<file path="src/hw/rtl/lowest_common_ancestor_engine_unit_defines.svh">
// Assertion macros shared by the lowest common ancestor engine RTL.
`ifndef LOWEST_COMMON_ANCESTOR_ENGINE_UNIT_DEFINES_SVH
`define LOWEST_COMMON_ANCESTOR_ENGINE_UNIT_DEFINES_SVH

`ifndef SYNTH
`define LCA_ASSERT_IMP(lbl, clk, rst_n, ante, cons) \
    lbl: assert property (@(posedge clk) disable iff (!rst_n) (ante) |-> (cons)) \
        else $error("lca assertion failed");
`define LCA_ASSERT_NXT(lbl, clk, rst_n, ante, cons) \
    lbl: assert property (@(posedge clk) disable iff (!rst_n) (ante) |=> (cons)) \
        else $error("lca assertion failed");
`else
`define LCA_ASSERT_IMP(lbl, clk, rst_n, ante, cons)
`define LCA_ASSERT_NXT(lbl, clk, rst_n, ante, cons)
`endif

`endif

</file>
<file path="src/hw/rtl/lca_pkg.sv">
// Types, constants and control codes of the lowest common ancestor engine.
package lca_pkg;

    localparam int NODE_W     = 10;
    localparam int MAX_NODES  = 1 << NODE_W;
    localparam int LOG_LEVELS = 10;
    localparam int DEPTH_W    = 10;
    localparam int FUNC_W     = 2;
    localparam int LVL_W      = (LOG_LEVELS > 1) ? $clog2(LOG_LEVELS) : 1;

    localparam logic [DEPTH_W-1:0] DEPTH_MAX = {DEPTH_W{1'b1}};

    typedef enum logic [FUNC_W-1:0] {
        FUNC_INSERT = 2'd0,
        FUNC_QUERY  = 2'd1,
        FUNC_CLEAR  = 2'd2,
        FUNC_NONE   = 2'd3
    } t_func;

    // One ancestor entry: a node number, or the none mark.
    typedef struct packed {
        logic              none;
        logic [NODE_W-1:0] node;
    } t_anc;

    // One table row: the node's depth and its power-of-two ancestors.
    typedef struct packed {
        logic [DEPTH_W-1:0]    depth;
        t_anc [LOG_LEVELS-1:0] anc;
    } t_row;

    localparam t_anc ANC_NONE  = '{none: 1'b1, node: '0};
    localparam t_row ROW_RESET = '{depth: '0, anc: {LOG_LEVELS{ANC_NONE}}};

    typedef enum logic [3:0] {
        S_CLR,
        S_IDLE,
        S_INS_RD,
        S_INS_BASE,
        S_INS_ISSUE,
        S_INS_FILL,
        S_INS_WR,
        S_Q_RD,
        S_Q_LOAD,
        S_C1_ISSUE,
        S_C1_TAKE,
        S_CMP,
        S_C2_ISSUE,
        S_C2_TAKE,
        S_OUT_NODE,
        S_OUT_ROW
    } t_state;

    typedef enum logic [3:0] {
        OP_IDLE,
        OP_CLR_STEP,
        OP_LOAD,
        OP_INS_RD,
        OP_INS_BASE,
        OP_INS_ISSUE,
        OP_INS_FILL,
        OP_INS_WR,
        OP_Q_RD,
        OP_Q_LOAD,
        OP_C1_ISSUE,
        OP_C1_TAKE,
        OP_C2_ISSUE,
        OP_C2_TAKE,
        OP_OUT_NODE,
        OP_OUT_ROW
    } t_dp_op;

    typedef struct packed {
        t_dp_op op;
        logic   lvl_top;
        logic   lvl_one;
        logic   lvl_inc;
        logic   lvl_dec;
    } t_dp_cmd;

    typedef struct packed {
        logic clr_last;
        logic has_parent;
        logic prev_none;
        logic prev_self;
        logic c1_none;
        logic nodes_eq;
        logic c2_move;
        logic lvl_last;
        logic lvl_zero;
    } t_dp_sts;

endpackage

</file>
<file path="src/hw/rtl/lca_ctrl.sv">
// Controller state machine of the lowest common ancestor engine.
module lca_ctrl import lca_pkg::*; (
    input  logic              i_clk,
    input  logic              i_rst_n,
    input  logic              i_in_valid,
    input  logic [FUNC_W-1:0] i_in_func,
    input  logic              i_out_ready,
    input  t_dp_sts           i_sts,
    output logic              o_in_ready,
    output logic              o_out_valid,
    output t_dp_cmd           o_cmd
);

    t_state r_state;
    t_state n_state;
    logic   r_out_valid;
    logic   w_out_free;

    assign w_out_free = !r_out_valid || i_out_ready;

    always_ff @(posedge i_clk) begin
        if (!i_rst_n) begin
            r_state     <= S_CLR;
            r_out_valid <= 1'b0;
        end else begin
            r_state <= n_state;
            if ((o_cmd.op == OP_OUT_NODE) || (o_cmd.op == OP_OUT_ROW)) begin
                r_out_valid <= 1'b1;
            end else if (i_out_ready) begin
                r_out_valid <= 1'b0;
            end
        end
    end

    always_comb begin
        n_state = r_state;
        o_cmd   = '{op: OP_IDLE, lvl_top: 1'b0, lvl_one: 1'b0, lvl_inc: 1'b0, lvl_dec: 1'b0};
        case (r_state)
            S_CLR: begin
                o_cmd.op = OP_CLR_STEP;
                if (i_sts.clr_last) begin
                    n_state = S_IDLE;
                end
            end
            S_IDLE: begin
                if (i_in_valid) begin
                    o_cmd.op = OP_LOAD;
                    case (t_func'(i_in_func))
                        FUNC_INSERT: n_state = S_INS_RD;
                        FUNC_QUERY:  n_state = S_Q_RD;
                        FUNC_CLEAR:  n_state = S_CLR;
                        default:     n_state = S_IDLE;
                    endcase
                end
            end
            S_INS_RD: begin
                o_cmd.op = OP_INS_RD;
                n_state  = i_sts.has_parent ? S_INS_BASE : S_INS_WR;
            end
            S_INS_BASE: begin
                o_cmd.op      = OP_INS_BASE;
                o_cmd.lvl_one = 1'b1;
                n_state       = (LOG_LEVELS > 1) ? S_INS_ISSUE : S_INS_WR;
            end
            S_INS_ISSUE: begin
                o_cmd.op = OP_INS_ISSUE;
                // Once a level has no ancestor, every higher level has none either.
                if (i_sts.prev_none) begin
                    n_state = S_INS_WR;
                end else if (i_sts.prev_self) begin
                    if (i_sts.lvl_last) begin
                        n_state = S_INS_WR;
                    end else begin
                        o_cmd.lvl_inc = 1'b1;
                    end
                end else begin
                    n_state = S_INS_FILL;
                end
            end
            S_INS_FILL: begin
                o_cmd.op = OP_INS_FILL;
                if (i_sts.lvl_last) begin
                    n_state = S_INS_WR;
                end else begin
                    o_cmd.lvl_inc = 1'b1;
                    n_state       = S_INS_ISSUE;
                end
            end
            S_INS_WR: begin
                o_cmd.op = OP_INS_WR;
                n_state  = S_IDLE;
            end
            S_Q_RD: begin
                o_cmd.op = OP_Q_RD;
                n_state  = S_Q_LOAD;
            end
            S_Q_LOAD: begin
                o_cmd.op      = OP_Q_LOAD;
                o_cmd.lvl_top = 1'b1;
                n_state       = S_C1_ISSUE;
            end
            S_C1_ISSUE: begin
                o_cmd.op = OP_C1_ISSUE;
                if (!i_sts.c1_none) begin
                    n_state = S_C1_TAKE;
                end else if (i_sts.lvl_zero) begin
                    n_state = S_CMP;
                end else begin
                    o_cmd.lvl_dec = 1'b1;
                end
            end
            S_C1_TAKE: begin
                o_cmd.op = OP_C1_TAKE;
                if (i_sts.lvl_zero) begin
                    n_state = S_CMP;
                end else begin
                    o_cmd.lvl_dec = 1'b1;
                    n_state       = S_C1_ISSUE;
                end
            end
            S_CMP: begin
                if (i_sts.nodes_eq) begin
                    n_state = S_OUT_NODE;
                end else begin
                    o_cmd.lvl_top = 1'b1;
                    n_state       = S_C2_ISSUE;
                end
            end
            S_C2_ISSUE: begin
                o_cmd.op = OP_C2_ISSUE;
                if (i_sts.c2_move) begin
                    n_state = S_C2_TAKE;
                end else if (i_sts.lvl_zero) begin
                    n_state = S_OUT_ROW;
                end else begin
                    o_cmd.lvl_dec = 1'b1;
                end
            end
            S_C2_TAKE: begin
                o_cmd.op = OP_C2_TAKE;
                if (i_sts.lvl_zero) begin
                    n_state = S_OUT_ROW;
                end else begin
                    o_cmd.lvl_dec = 1'b1;
                    n_state       = S_C2_ISSUE;
                end
            end
            S_OUT_NODE: begin
                if (w_out_free) begin
                    o_cmd.op = OP_OUT_NODE;
                    n_state  = S_IDLE;
                end
            end
            S_OUT_ROW: begin
                if (w_out_free) begin
                    o_cmd.op = OP_OUT_ROW;
                    n_state  = S_IDLE;
                end
            end
            default: n_state = S_IDLE;
        endcase
    end

    assign o_in_ready  = (r_state == S_IDLE);
    assign o_out_valid = r_out_valid;

endmodule

</file>
<file path="config.mk">
export PLATFORM = sky130hd
export DESIGN_NAME = lca_ctrl
export DESIGN_NICKNAME = d
export VERILOG_FILES = /design/src/hw/rtl/lowest_common_ancestor_engine_unit_defines.svh /design/src/hw/rtl/lca_pkg.sv /design/src/hw/rtl/lca_ctrl.sv
export SDC_FILE = /design/constraint.sdc
export NUM_CORES = 1
export LEC_CHECK = 0
export BUFFER_PORTS_ARGS = -buffer_cell sky130_fd_sc_hd__buf_2
export CAP_MARGIN = 20
export CORE_MARGIN = 1.5
export CORE_UTILIZATION = 47
export DETAILED_ROUTE_END_ITERATION = 10
export PLACE_DENSITY_LB_ADDON = 0.05
export SLEW_MARGIN = 10
export SYNTH_ARGS = -nofsm -noshare
export SYNTH_HDL_FRONTEND = slang
export SYNTH_SLANG_ARGS = --single-unit
</file>
<file path="constraint.sdc">
create_clock -name i_clk -period 2 [get_ports i_clk]
set_clock_uncertainty 0.05 [all_clocks]
set_input_delay 0.2 -clock i_clk [delete_from_list [all_inputs] [get_ports i_clk]]
set_output_delay 0.2 -clock i_clk [all_outputs]
set_load 0.01 [all_outputs]
</file>
==> flow_summary_export.csv <==
group,metric,value,unit
sta,worst_slew_pin_slew,0.425,ns
logic_synthesis,yosysSeqAreaShare,0.153,
cells_and_area,regArea,101,sq um
clocking,cts_hold_buffers,0,
die,die_h,40.4,microns
power_and_ir_drop,p_int,0.000265,W
logic_synthesis,synth_edf_count,0,
logic_synthesis,synth_warnings,0,
power_and_ir_drop,vdd_ir_drop_max,0.390,mV
drt,wl,1810,microns
logic_synthesis,synthMostInstantiatedCell,"nand2_1",
logic_synthesis,synth_seq_cells,5,
logic_synthesis,synth_top_area_cell,"dfxtp_1",
logic_synthesis,synth-async-reset-ratio,0,
clocking,root_buffer,"clkbuf_4",
die,core-area,0.00130,sq mm
power_and_ir_drop,p_per_area,504,mW/mm^2
sta,drv_slew,0,
logic_synthesis,ys_top_cells_by_area,"dfxtp_1 15%, nand2_1 7.4%, a21oi_1 6.9%",
die,io_pins,25,
sta,period_minus_slack,1.87,ns
logic_synthesis,synth_ff_type,"dfxtp_1",
critical_path,cp.required,1.75,ns
power_and_ir_drop,swShare,0.355,
cells_and_area,nNetsFinal,137,
sta,rsz0062_at_grt,"no",
drt,drt_first_pass_iters,4,
drt,drtIter0Drc,29,
critical_path,crit_type,"flip-flop to output port",
power_and_ir_drop,combPwrFrac,0.419,
logic_synthesis,netlist.area_leader.share,0.153,
logic_synthesis,syn_nets,113,
sta,fmax,0.535,GHz
sta,finalCritPeriodShare,0.935,
die,fp.dieW,40.4,microns
clocking,worstSkewPairLatency,0.24,ns
critical_path,arrival,1.62,ns
place,gp_congestion,0.743,
clocking,htree_num_levels,1,
global_route,grt_start_max_net_pins,24,
place,dp_hpwl,1340,microns
sta,tns,0,ns
global_route,antenna_found_initial,0,
clocking,numCtsBuffers,3,
cells_and_area,fin_area,817,sq um
place,port_buffers,24,
clocking,clock_path_buffers,2,
drt,num_vias,795,
drt,postRouteAntennaNets,0,
job,maxCapViolations,0,
power_and_ir_drop,pwr-share-seq,0.309,
cells_and_area,drive_gt1_frac,0.289,
die,start_util,0.504,
logic_synthesis,synth_common_cells,"13 x nand2_1, 9 x a21oi_1, 8 x clkbuf_1",
cells_and_area,fillers,135,
global_route,grt_overflow,0,
run_status,status,"completed",
cells_and_area,multiInputGateArea,513,sq um
min_path,hold_path_class,"primary input to flip-flop",
clocking,post-cts-setup-buffers,0,
die,dieArea,0.00163,sq mm
die,rows,13,
global_route,first_global_vias,553,
power_and_ir_drop,switching_power,0.000146,W
cells_and_area,diodes,0,
drt,drc,0,
global_route,track_usage,0.231,
clocking,cts_tree,"yes",
drt,wire_per_inst,13.3,microns
global_route,grt_pass1_wl,2470,microns
sta,relSlewSlack,0.713,
power_and_ir_drop,p_leak,0.337,nW
clocking,clock-sinks,5,
power_and_ir_drop,p_clk_frac,0.272,
sta,setup_violations,0,
place,postPlaceCellArea,790,sq um
logic_synthesis,ys_types,41,
logic_synthesis,synth.cell_area,656,sq um
critical_path,end_kind,"output port",
logic_synthesis,syn_inst,98,
critical_path,critPathLaunchType,"flip-flop",
cells_and_area,syn_to_final_growth,24.6,%
clocking,clk_pin_slew_worst_paths,0.04,ns
sta,finalHoldViolCount,0,
logic_synthesis,synth.avg_cell_area,6.69,sq um
drt,viasPerCell,5.85,
critical_path,cp_max_fo,21,
[layout by cell type, fill, tap and decap left out, types with 2 or more instances in the layout]
| master | instances |
|---|---|
| inv_1 | 2 |
| o21ai_0 | 6 |
| nand3b_1 | 2 |
| o41ai_1 | 2 |
| a2bb2oi_1 | 2 |
| a21oi_1 | 9 |
| and3b_1 | 2 |
| o22ai_1 | 2 |
| buf_4 | 4 |
| nand2_1 | 13 |
| buf_2 | 24 |
| nor2b_1 | 4 |
| o21ai_1 | 2 |
| mux2i_1 | 2 |
| and2_1 | 2 |
| nand2b_1 | 5 |
| clkbuf_4 | 3 |
| dfxtp_1 | 4 |
| nor2_1 | 6 |
[layer usage]
metal / wire (microns) / part of all wire / track usage / vias up
met4: 0 / 0 / 0.100 / 0
met2: 849 / 0.47 / 0.365 / 20
li1: - / - / - / 412
met1: 893 / 0.49 / 0.308 / 363
met3: 64 / 0.035 / 0.0333 / 0
met5: 0 / 0 / 0 / -
[flip-flops by register name, indices dropped and copies added (netlist names)]
name and flops:
r_state 4, o_out_valid 1
[logic make-up after synthesis]
| family | after synthesis | share of synthesized area |
|---|---|---|
| flip-flops | 5 | 0.153 |
| AO/OA/AOI/OAI | 35 | 0.363 |
| multiplexers | 3 | 0.0477 |
| buffers and inverters | 11 | 0.0649 |
| AND/OR/NAND/NOR | 44 | 0.372 |
[metrics by stage]
step / hold slack [ns] / util / worst slack, ns / instances / power, W
after floorplan: 0.283 / - / 0.254 / 98 / 0.000243
after global placement: 0.469 / 0.607 / 0.263 / 132 / 0.000298
after detailed placement: 0.480 / 0.607 / 0.197 / 132 / 0.000298
after CTS: 0.236 / 0.627 / 0.121 / 136 / 0.000417
after global routing: 0.241 / 0.628 / 0.00666 / 136 / 0.000447
final: 0.245 / 0.628 / 0.129 / 136 / 0.000411
[power groups by stage]
| stage | logic [W] | registers (W) | clock network [W] |
|---|---|---|---|
| CTS | 0.000172 | 0.000126 | 0.000119 |
| detailed placement | 0.000171 | 0.000127 | 0 |
| floorplan | 0.000134 | 0.000110 | 0 |
| global placement | 0.000171 | 0.000127 | 0 |
| global route | 0.000191 | 0.000129 | 0.000127 |
| finish | 0.000172 | 0.000127 | 0.000112 |
[critical path, stage by stage (launching register included)]
cell and delay (ns):
dfxtp_1 0.33, buf_4 0.24, nor2b_1 0.32, a21oi_1 0.11, o22ai_1 0.14, and2_1 0.13
buf_2 0.12
[path summary, 6_finish.rpt]
kind / startpoint / endpoint / slack (ns) / cells past startpoint
min reg2reg: o_out_valid$_SDFFE_PN0P_ / o_out_valid$_SDFFE_PN0P_ / 0.51 / 2
min: i_rst_n / r_state[1]$_SDFFE_PN0P_ / 0.24 / 2
max: r_state[3]$_SDFFE_PN0P_ / o_cmd[0] / 0.13 / 6
max reg2reg: r_state[1]$_SDFFE_PN0P_ / r_state[1]$_SDFFE_PN0P_ / 0.18 / 5
[timing repair]
item	CTS	global route
endpoints found under the setup margin	0	1
gates resized for setup	0	1
endpoints found under the hold margin	0	0
[area by class of cell]
class,count,share of cell area
multi-input combinational,82,0.628
timing repair buffer,28,0.184
sequential,5,0.124
clock buffer,4,0.0322
tap,15,0.0230
inverter,2,0.00919
Note: power is estimated with default switching activity, not from simulation.
